<file path="src/hw/rtl/rrsp_pkg.sv">
// Shared constants and types for the reply stream parser.
`timescale 1ns / 1ps
package rrsp_pkg;

    // Type bytes and delimiters
    localparam logic [7:0] CH_SIMPLE = 8'h2B;   // '+'
    localparam logic [7:0] CH_ERROR  = 8'h2D;   // '-'
    localparam logic [7:0] CH_INT    = 8'h3A;   // ':'
    localparam logic [7:0] CH_BULK   = 8'h24;   // '$'
    localparam logic [7:0] CH_ARRAY  = 8'h2A;   // '*'
    localparam logic [7:0] CH_CR     = 8'h0D;
    localparam logic [7:0] CH_MINUS  = 8'h2D;
    localparam logic [7:0] CH_ZERO   = 8'h30;
    localparam logic [7:0] CH_NINE   = 8'h39;

    // Element kind codes
    localparam logic [2:0] KIND_SIMPLE = 3'd0;
    localparam logic [2:0] KIND_ERROR  = 3'd1;
    localparam logic [2:0] KIND_INT    = 3'd2;
    localparam logic [2:0] KIND_BULK   = 3'd3;
    localparam logic [2:0] KIND_ARRAY  = 3'd4;

    // Request from the parser to the count stack
    typedef struct packed {
        logic push;     // open a new array level
        logic finish;   // an element completed: count it off
    } t_stk_req;

endpackage

</file>
<file path="src/hw/rtl/rrsp_stack.sv">
// Stack of remaining element counts for open arrays, unwound by one combinational search.
`timescale 1ns / 1ps
module rrsp_stack #(
    parameter int MAX_DEPTH   = 8,
    parameter int COUNT_WIDTH = 32,
    parameter int LW          = 4
) (
    input  logic                   i_clk,
    input  logic                   i_rst_n,
    input  rrsp_pkg::t_stk_req     i_req,
    input  logic [COUNT_WIDTH-2:0] i_push_value,
    output logic [LW-1:0]          o_level,
    output logic [LW-1:0]          o_fin_level,
    output logic                   o_full,
    output logic                   o_done
);
    import rrsp_pkg::*;

    logic [COUNT_WIDTH-2:0] r_cnt [MAX_DEPTH];
    logic [MAX_DEPTH-1:0]   r_one;      // entry holds a count of one
    logic [LW-1:0]          r_level;

    logic [MAX_DEPTH-1:0]   live;
    logic                   hit;
    logic [LW-1:0]          hit_idx;

    // Topmost open level that does not close when decremented
    always_comb begin
        hit     = 1'b0;
        hit_idx = '0;
        for (int k = 0; k < MAX_DEPTH; k++) begin
            live[k] = (LW'(k) < r_level) && !r_one[k];
            if (live[k]) begin
                hit     = 1'b1;
                hit_idx = LW'(k);
            end
        end
    end

    // Level pointer
    always_ff @(posedge i_clk) begin
        if (!i_rst_n) begin
            r_level <= '0;
        end else if (i_req.push) begin
            r_level <= r_level + 1'b1;
        end else if (i_req.finish) begin
            r_level <= o_fin_level;
        end
    end

    // Per-level count registers, each with its own decrementer
    always_ff @(posedge i_clk) begin
        for (int k = 0; k < MAX_DEPTH; k++) begin
            if (i_req.push && r_level == LW'(k)) begin
                r_cnt[k] <= i_push_value;
                r_one[k] <= (i_push_value == (COUNT_WIDTH-1)'(1));
            end else if (i_req.finish && hit && hit_idx == LW'(k)) begin
                r_cnt[k] <= r_cnt[k] - 1'b1;
                r_one[k] <= (r_cnt[k] == (COUNT_WIDTH-1)'(2));
            end
        end
    end

    assign o_level     = r_level;
    assign o_fin_level = hit ? hit_idx + 1'b1 : '0;
    assign o_full      = (r_level == LW'(MAX_DEPTH));
    assign o_done      = !hit;

endmodule

</file>
<file path="src/hw/rtl/resp_reply_stream_parser.sv">
// Top level of the reply stream parser: byte decoder, result register and count stack.
//
// Usage:
//   Slave side (i_s_*) takes one byte of the reply stream per request.
//   Master side (o_m_*) returns exactly one result per byte, in order.
//   o_m_tdata  : [7:0] data_byte, [11:8] nest_depth, [43:12] header_value,
//                [44] protocol_error, [47:45] zero.
//   o_m_tuser  : [0] is_payload, [3:1] element_kind, [4] element_start,
//                [5] element_end, [6] is_nil.
//   o_m_tlast  : reply_done, a whole top-level reply completed on this byte.
// The result is valid in the cycle after the byte is accepted. Throughput is one byte
// per cycle unless the receiver stalls; the decode, the length shift-add and the stack
// unwinding search over the per-level "count is one" flags all sit in one cycle.
// The result register holds one result; while the receiver stalls, o_s_tready
// stays high only if that result is taken in the same cycle.
// Synchronous reset (i_rst_n low) returns to awaiting a type byte, empties the
// stack and clears the sticky protocol error; stack counts need no clearing.
`timescale 1ns / 1ps
module resp_reply_stream_parser #(
    parameter int MAX_DEPTH   = 8,
    parameter int COUNT_WIDTH = 32
) (
    input  logic        i_clk,
    input  logic        i_rst_n,
    input  logic        i_s_tvalid,
    output logic        o_s_tready,
    input  logic [7:0]  i_s_tdata,    // [7:0] in_byte
    output logic        o_m_tvalid,
    input  logic        i_m_tready,
    output logic [47:0] o_m_tdata,    // data_byte, nest_depth, header_value, protocol_error
    output logic [6:0]  o_m_tuser,    // is_payload, element_kind, start, end, is_nil
    output logic        o_m_tlast     // reply_done
);
    import rrsp_pkg::*;

    localparam int CW = COUNT_WIDTH;
    localparam int LW = $clog2(MAX_DEPTH + 1);
    localparam logic [CW+2:0] MagLimit = {4'b0, {(CW-1){1'b1}}};

    typedef enum logic [3:0] {
        PH_TYPE, PH_LINE, PH_LINE_LF, PH_HDR, PH_HDR_LF,
        PH_BULK, PH_TRAIL1, PH_TRAIL2, PH_ERR
    } t_phase;

    t_phase          r_phase, n_phase;
    logic [2:0]      r_kind, n_kind;
    logic [CW-2:0]   r_accum, n_accum;
    logic            r_minus, n_minus;
    logic            r_digit, n_digit;
    logic [CW-2:0]   r_bulk, n_bulk;
    logic            r_err, n_err;

    logic            r_m_valid;
    logic [47:0]     r_m_data;
    logic [6:0]      r_m_user;
    logic            r_m_last;

    logic            s_acc;
    logic [7:0]      b;
    t_stk_req        stk_req;
    logic [LW-1:0]   stk_level;
    logic [LW-1:0]   stk_fin_level;
    logic            stk_full;
    logic            stk_done;

    logic [CW+2:0]   acc_x, acc_v;
    logic [CW-1:0]   acc_w, hval;
    logic            neg, nil_len;
    logic [LW+3:0]   lvl_ext;

    logic            f_payload, f_start, f_end, f_nil, f_done;
    logic [2:0]      f_kind;
    logic [31:0]     f_hval;
    logic            push_c, finish_c;

    assign s_acc      = i_s_tvalid && o_s_tready;
    assign o_s_tready = !r_m_valid || i_m_tready;
    assign b          = i_s_tdata;

    // Header arithmetic
    assign acc_x   = (CW+3)'(r_accum);
    assign acc_v   = (acc_x << 3) + (acc_x << 1) + (CW+3)'(b - CH_ZERO);
    assign acc_w   = {1'b0, r_accum};
    assign neg     = r_minus && (r_accum != '0);
    assign nil_len = r_minus && (r_accum == (CW-1)'(1));
    assign hval    = neg ? (~acc_w + 1'b1) : acc_w;

    // Per-byte decode
    always_comb begin
        n_phase   = r_phase;
        n_kind    = r_kind;
        n_accum   = r_accum;
        n_minus   = r_minus;
        n_digit   = r_digit;
        n_bulk    = r_bulk;
        n_err     = r_err;
        f_payload = 1'b0;
        f_kind    = KIND_SIMPLE;
        f_start   = 1'b0;
        f_end     = 1'b0;
        f_nil     = 1'b0;
        f_done    = 1'b0;
        f_hval    = '0;
        push_c    = 1'b0;
        finish_c  = 1'b0;
        case (r_phase)
            PH_TYPE: begin
                n_accum = '0;
                n_minus = 1'b0;
                n_digit = 1'b0;
                f_start = 1'b1;
                case (b)
                    CH_SIMPLE: begin f_kind = KIND_SIMPLE; n_phase = PH_LINE; end
                    CH_ERROR:  begin f_kind = KIND_ERROR;  n_phase = PH_LINE; end
                    CH_INT:    begin f_kind = KIND_INT;    n_phase = PH_LINE; end
                    CH_BULK:   begin f_kind = KIND_BULK;   n_phase = PH_HDR;  end
                    CH_ARRAY:  begin f_kind = KIND_ARRAY;  n_phase = PH_HDR;  end
                    default:   begin n_err = 1'b1; n_phase = PH_ERR; end
                endcase
                n_kind = f_kind;
            end
            PH_LINE: begin
                f_kind = r_kind;
                if (b == CH_CR) begin
                    n_phase = PH_LINE_LF;
                end else begin
                    f_payload = 1'b1;
                end
            end
            PH_LINE_LF: begin
                f_kind   = r_kind;
                f_end    = 1'b1;
                finish_c = 1'b1;
                f_done   = stk_done;
                n_phase  = PH_TYPE;
            end
            PH_HDR: begin
                f_kind = r_kind;
                if (b == CH_CR) begin
                    if (!r_digit) begin
                        n_err = 1'b1;
                    end else if (r_kind == KIND_BULK && r_minus
                                 && r_accum > (CW-1)'(1)) begin
                        n_err = 1'b1;
                    end else begin
                        n_phase = PH_HDR_LF;
                    end
                end else if (b == CH_MINUS) begin
                    if (r_minus || r_digit) begin
                        n_err = 1'b1;
                    end else begin
                        n_minus = 1'b1;
                    end
                end else if (b inside {[CH_ZERO:CH_NINE]}) begin
                    if (acc_v > MagLimit) begin
                        n_err = 1'b1;
                    end else begin
                        n_accum = acc_v[CW-2:0];
                        n_digit = 1'b1;
                    end
                end else begin
                    n_err = 1'b1;
                end
                if (n_err) begin
                    n_phase = PH_ERR;
                end
            end
            PH_HDR_LF: begin
                f_kind = r_kind;
                f_hval = 32'(hval);
                f_nil  = nil_len;
                if (r_kind == KIND_BULK) begin
                    if (nil_len) begin
                        f_end    = 1'b1;
                        finish_c = 1'b1;
                        f_done   = stk_done;
                        n_phase  = PH_TYPE;
                    end else begin
                        n_bulk  = r_accum;
                        n_phase = (r_accum != '0) ? PH_BULK : PH_TRAIL1;
                    end
                end else if (nil_len || neg || r_accum == '0) begin
                    f_end    = 1'b1;
                    finish_c = 1'b1;
                    f_done   = stk_done;
                    n_phase  = PH_TYPE;
                end else if (stk_full) begin
                    n_err   = 1'b1;
                    n_phase = PH_ERR;
                end else begin
                    push_c  = 1'b1;
                    n_phase = PH_TYPE;
                end
            end
            PH_BULK: begin
                f_kind    = r_kind;
                f_payload = 1'b1;
                n_bulk    = r_bulk - 1'b1;
                if (r_bulk == (CW-1)'(1)) begin
                    n_phase = PH_TRAIL1;
                end
            end
            PH_TRAIL1: begin
                f_kind  = r_kind;
                n_phase = PH_TRAIL2;
            end
            PH_TRAIL2: begin
                f_kind   = r_kind;
                f_end    = 1'b1;
                finish_c = 1'b1;
                f_done   = stk_done;
                n_phase  = PH_TYPE;
            end
            default: begin
                n_err   = 1'b1;
                n_phase = PH_ERR;
            end
        endcase
        // Latched error blanks everything but the echo, the depth and the error flag
        if (n_err) begin
            n_kind    = r_kind;
            f_payload = 1'b0;
            f_kind    = KIND_SIMPLE;
            f_start   = 1'b0;
            f_end     = 1'b0;
            f_nil     = 1'b0;
            f_done    = 1'b0;
            f_hval    = '0;
            push_c    = 1'b0;
            finish_c  = 1'b0;
        end
    end

    assign stk_req.push   = s_acc && push_c;
    assign stk_req.finish = s_acc && finish_c;

    rrsp_stack #(
        .MAX_DEPTH  (MAX_DEPTH),
        .COUNT_WIDTH(COUNT_WIDTH),
        .LW         (LW)
    ) u_stack (
        .i_clk       (i_clk),
        .i_rst_n     (i_rst_n),
        .i_req       (stk_req),
        .i_push_value(r_accum),
        .o_level     (stk_level),
        .o_fin_level (stk_fin_level),
        .o_full      (stk_full),
        .o_done      (stk_done)
    );

    // Depth after this byte: push adds one, finish unwinds to the surviving level
    always_comb begin
        lvl_ext = {4'b0, stk_level};
        if (push_c) begin
            lvl_ext = lvl_ext + 1'b1;
        end else if (finish_c) begin
            lvl_ext = {4'b0, stk_fin_level};
        end
    end

    // Parser state
    always_ff @(posedge i_clk) begin
        if (!i_rst_n) begin
            r_phase <= PH_TYPE;
            r_kind  <= KIND_SIMPLE;
            r_accum <= '0;
            r_minus <= 1'b0;
            r_digit <= 1'b0;
            r_bulk  <= '0;
            r_err   <= 1'b0;
        end else if (s_acc) begin
            r_phase <= n_phase;
            r_kind  <= n_kind;
            r_accum <= n_accum;
            r_minus <= n_minus;
            r_digit <= n_digit;
            r_bulk  <= n_bulk;
            r_err   <= n_err;
        end
    end

    // Result register
    always_ff @(posedge i_clk) begin
        if (!i_rst_n) begin
            r_m_valid <= 1'b0;
        end else if (s_acc) begin
            r_m_valid <= 1'b1;
        end else if (i_m_tready) begin
            r_m_valid <= 1'b0;
        end
    end

    always_ff @(posedge i_clk) begin
        if (s_acc) begin
            r_m_data <= {3'b0, n_err, f_hval, lvl_ext[3:0], b};
            r_m_user <= {f_nil, f_end, f_start, f_kind, f_payload};
            r_m_last <= f_done;
        end
    end

    assign o_m_tvalid = r_m_valid;
    assign o_m_tdata  = r_m_data;
    assign o_m_tuser  = r_m_user;
    assign o_m_tlast  = r_m_last;

endmodule

</file>
<file path="config.mk">
export PLATFORM = sky130hd
export DESIGN_NAME = resp_reply_stream_parser
export DESIGN_NICKNAME = d
export VERILOG_FILES = /design/src/hw/rtl/rrsp_pkg.sv /design/src/hw/rtl/rrsp_stack.sv /design/src/hw/rtl/resp_reply_stream_parser.sv
export SDC_FILE = /design/constraint.sdc
export NUM_CORES = 1
export LEC_CHECK = 0
export BUFFER_PORTS_ARGS = -buffer_cell sky130_fd_sc_hd__buf_2
export CORE_UTILIZATION = 48
export CTS_BUF_LIST = sky130_fd_sc_hd__clkbuf_4
export DETAILED_ROUTE_END_ITERATION = 10
export SLEW_MARGIN = 40
export SYNTH_ARGS = -nofsm -noshare
export SYNTH_HDL_FRONTEND = slang
export SYNTH_SLANG_ARGS = --single-unit
export TNS_END_PERCENT = 1
</file>
<file path="constraint.sdc">
create_clock -name i_clk -period 15.9 [get_ports i_clk]
set_input_delay 0 -clock i_clk [delete_from_list [all_inputs] [get_ports i_clk]]
set_output_delay 0 -clock i_clk [all_outputs]
set_load 0.02 [all_outputs]
</file>
==> results.txt <==
----------------------------------------------------
[Critical path]
  Maximum net fanout on the critical path ... 30
  Reg-to-Reg Start ... r_accum[2]
  Startpoint class of the critical path ... flop
  Endpoint kind of the worst setup timing path ... flop
  Reg-to-reg critical path endpoint ... r_accum[0]
  Logic depth of the worst register-to-register path ... 16
  Data required time of the critical path ... roughly 17 ns
  Type of the worst setup path ... flop to flop
  Setup slack of the worst register-to-register path ... 10.06 ns
  Worst path arrival time ... 6.63 ns

[Min path]
  Class of the worst hold path ... input pin to flop
  Source of the worst hold timing path ... i_s_tdata[1]
  Cells on Worst Hold Path ... 4
  Worst min-delay path endpoint ... r_accum[1]

[Power]
  Proportion of power drawn by flip-flops and latches ... a little over half
  Total power divided by cell area ... 77.2 nW/um2
  Sum of internal, switching and leakage power ... around 2.1 mW
  Switching fraction of total power ... around 25%
  Static power due to leakage ... around 11 nW
  Switch Pwr ... 0.512 mW
  Clk network pwr share ... between 40% and 50%
  Internal power ... roughly 1.6 mW
  Combinational group share of total power ... ~4.3%
  Maximum vdd ir drop ... 0.0000476 V

[Floorplan]
  Boundary Pins ... 70
  Die X ... 226 um
  Initial standard-cell utilization of the core ... between 40% and 50%
  Site row count ... 81
  Total die area ... around 51,000 um2
  Core region area ... 49,300 um2
  Die height ... between 200 and 250 um

[Timing]
  Final Slew Violations ... 0
  Worst-margin pin slew ... 0.832 ns
  Crit share post-route ... approximately 37%
  Worst setup slack after layout ... just over 10 ns
  Worst Clk Skew ... between 0.05 and 0.06 ns
  Setup TNS ... 0 ns
  Maximum clock rate ... 171 MHz
  Count of final setup violators ... 0
  Relative slew margins ... between 40% and 50%
  Crit path time final ... approximately 5.8 ns
  Final Hold Violating Endpoints ... 0
  RSZ-0062 raised after global routing ... false
  Hold slack final ... between 0.15 and 0.2 ns

[Route]
  Detailed-routing iteration count for the pre-antenna-repair pass ... 8
  Drt via density ... between 5 and 6
  Total DRC errors in the routed layout ... 0
  Starting DRT DRC Count ... between 1.5k and 2k
  Routed length per placed instance ... around 20 um
  Overall via count from detail_route ... around 20k
  Total wire length ... 71,200 um
  DRT antenna net count ... 0

[Layout]
  Most frequent cells in the layout ... nor2_1 (365), edfxtp_1 (309), nand2_1 (283)
  Proportion of layout cells with a drive suffix above 1 ... 11.8%
  Leading cell type in the layout, fill and taps excluded ... nor2_1
  Final cell area excluding filler cells ... about 27,000 um2
  Post-route non-filler standard cell count ... between 3k and 4k
  Fill cell count ... between 4k and 5k
  Layout net count ... about 2.9k
  Synth-to-Final Area Change ... 11.0%
  Utilization after layout ... around 54%

[Synth]
  Per-instance average area after synthesis ... 9.16 um2
  Netlist Area Pre-Place ... ~24,000 um2
  Top FF cell, synth ... edfxtp_1
  Post-Syn Instances ... approximately 2.6k
  FF+latch count, synth ... approximately 390
  FFs w/ async S/R, synth ... 0%
  Post-synth EDFFs ... between 300 and 400
  Largest cells by area after synthesis ... edfxtp_1 (38%), dfxtp_1 (6.4%), xnor2_1 (5.8%)
  Yosys synthesis warning count ... 0
  Area fraction of the dominant cell type after synthesis ... 38.4%
  Sequential element share of the synthesized area ... approximately 45%
  Area leader, netlist ... edfxtp_1
  Netlist cell types ... 70

[Job]
  Total of max-cap violations ... 0

[Global route]
  Number of antenna violations at the first check in global routing ... 3
  All-Layer GR Usage ... between 20% and 30%
  Overall overflow remaining after global route ... 0
  Global-route wire length before repair ... 110,000 um
  Largest net degree at the start of global routing ... between 70 and 80
  Number of global-route vias before repair ... a little under 20k

[CTS]
  Number of buffers inserted during clock tree synthesis ... about 100
  Number of gates resized after cts ... 0
  CTS Sinks ... ~390
  Post-CTS clock slew at the launch and capture registers of the worst setup and hold paths ... approximately 0.060 ns
  Clock latency of the later-clocked register in the worst-skew pair ... ~0.88 ns
  CTS H-tree depth ... 3
  Clock tree from TritonCTS ... built
  Longest Clk Path Bufs ... 3
  Cell at the root of the clock tree ... clkbuf_4

[Place]
  Placed cells ... ~3.3k
  Placed wire-length estimate ... ~46,000 um
  Placed standard-cell area ... about 25,000 um2
  Gpl congestion ... approximately 0.91
  Worst slack at placement ... around 10 ns
  IO Port Bufs ... between 60 and 70

[Status]
  Status ... finished clean

----------------------------------------------------
worst max-delay path, cell delays in order (launching register included):
cell and delay, ns:
dfxtp_1 0.32, buf_4 0.20, clkinv_1 0.58, fa_1 0.82, inv_1 0.06, ha_1 0.29, a211oi_1 0.07, o21ai_0 0.43
nand3_1 0.24, a311oi_1 0.42, o21a_1 0.16, o221ai_1 0.13, or4b_2 0.79, nor3_2 0.21, buf_4 0.36, a22o_1 0.18
dlygate4sd3_1 0.54
flip-flops by register name, summed over array words and instances (netlist names), 4 cells and up:
name             count
u_stack.r_cnt      248
o_m_tdata           45
r_accum             31
r_bulk              31
u_stack.r_one        8
o_m_tuser            7
r_phase              4
u_stack.o_level      4
cell families (layout without fill, tap and decap cells):
family	after synthesis	after routing	synth area share, %
DFF	386	386	44.8
xor gates and xnor gates	259	259	9.39
other	1	4	0.0155
buffers and inverters	199	386	3.29
and+or+nand+nor	1067	1067	20.8
AOI/OAI and AO/OA	610	610	15.0
adders and majority gates	98	98	6.01
muxes	17	17	0.705
repair_timing:
| action | CTS | global route |
|---|---|---|
| buffers inserted | 0 | 0 |
| endpoints found under the hold margin | 46 | 0 |
| setup endpoints to repair | 0 | 0 |
| hold buffers | 22 | 0 |
Yosys cell counts (all sizes together), types with 46 or more instances:
library cell / instances
inv: 57
dfxtp: 77
or4: 46
nor3: 112
nor2: 370
xnor2: 161
a21oi: 225
nand3: 53
nand2: 284
o21ai: 195
clkbuf: 101
ha: 68
nor4: 55
edfxtp: 309
xor2: 98
power groups by stage:
stage / clock [mW] / sequential, mW / combinational, mW
global placement: 0 / 1.11 / 0.0812
floorplan: 0 / 1.12 / 0.0488
global route: 0.963 / 1.09 / 0.0958
finish: 0.888 / 1.09 / 0.0888
CTS: 0.914 / 1.09 / 0.0880
detailed placement: 0 / 1.11 / 0.0838
cell type report:
class	count	area, um2	area share (%)
multi-input cells	2054	12600	47.1
flip-flops and latches	386	10800	40.4
clock buffers	146	1100	4.09
repair buffers	138	990	3.69
well taps	664	831	3.10
inverters	59	221	0.826
clock inverters	43	205	0.766
diodes	1	2.50	0.00934
how the worst max path moves through the flow:
stage / start / slack (ns) / endpoint / cells after the start
2_1_floorplan: o_m_tvalid / 9.86 / u_stack.r_cnt[1][100] / 6
4_1_cts: r_accum[2] / 10.10 / r_accum[0] / 16
3_5_place_dp: r_accum[14] / 10.40 / u_stack.r_cnt[0][51] / 9
5_1_grt: r_accum[2] / 9.69 / r_accum[0] / 16
3_3_place_gp: r_accum[14] / 10.16 / u_stack.r_cnt[0][49] / 9
6_report: r_accum[2] / 10.06 / r_accum[0] / 16
layer usage:
| layer | vias up | part of all wire, % | GRT usage, % |
|---|---|---|---|
| met2 | 689 | 46 | 44.8 |
| met1 | 9848 | 44 | 37.9 |
| li1 | 9759 | - | - |
| met4 | 0 | 3.5 | 12.4 |
| met3 | 150 | 6.7 | 4.60 |
| met5 | - | 0 | 0 |
Note: power is estimated with default switching activity, not from simulation.
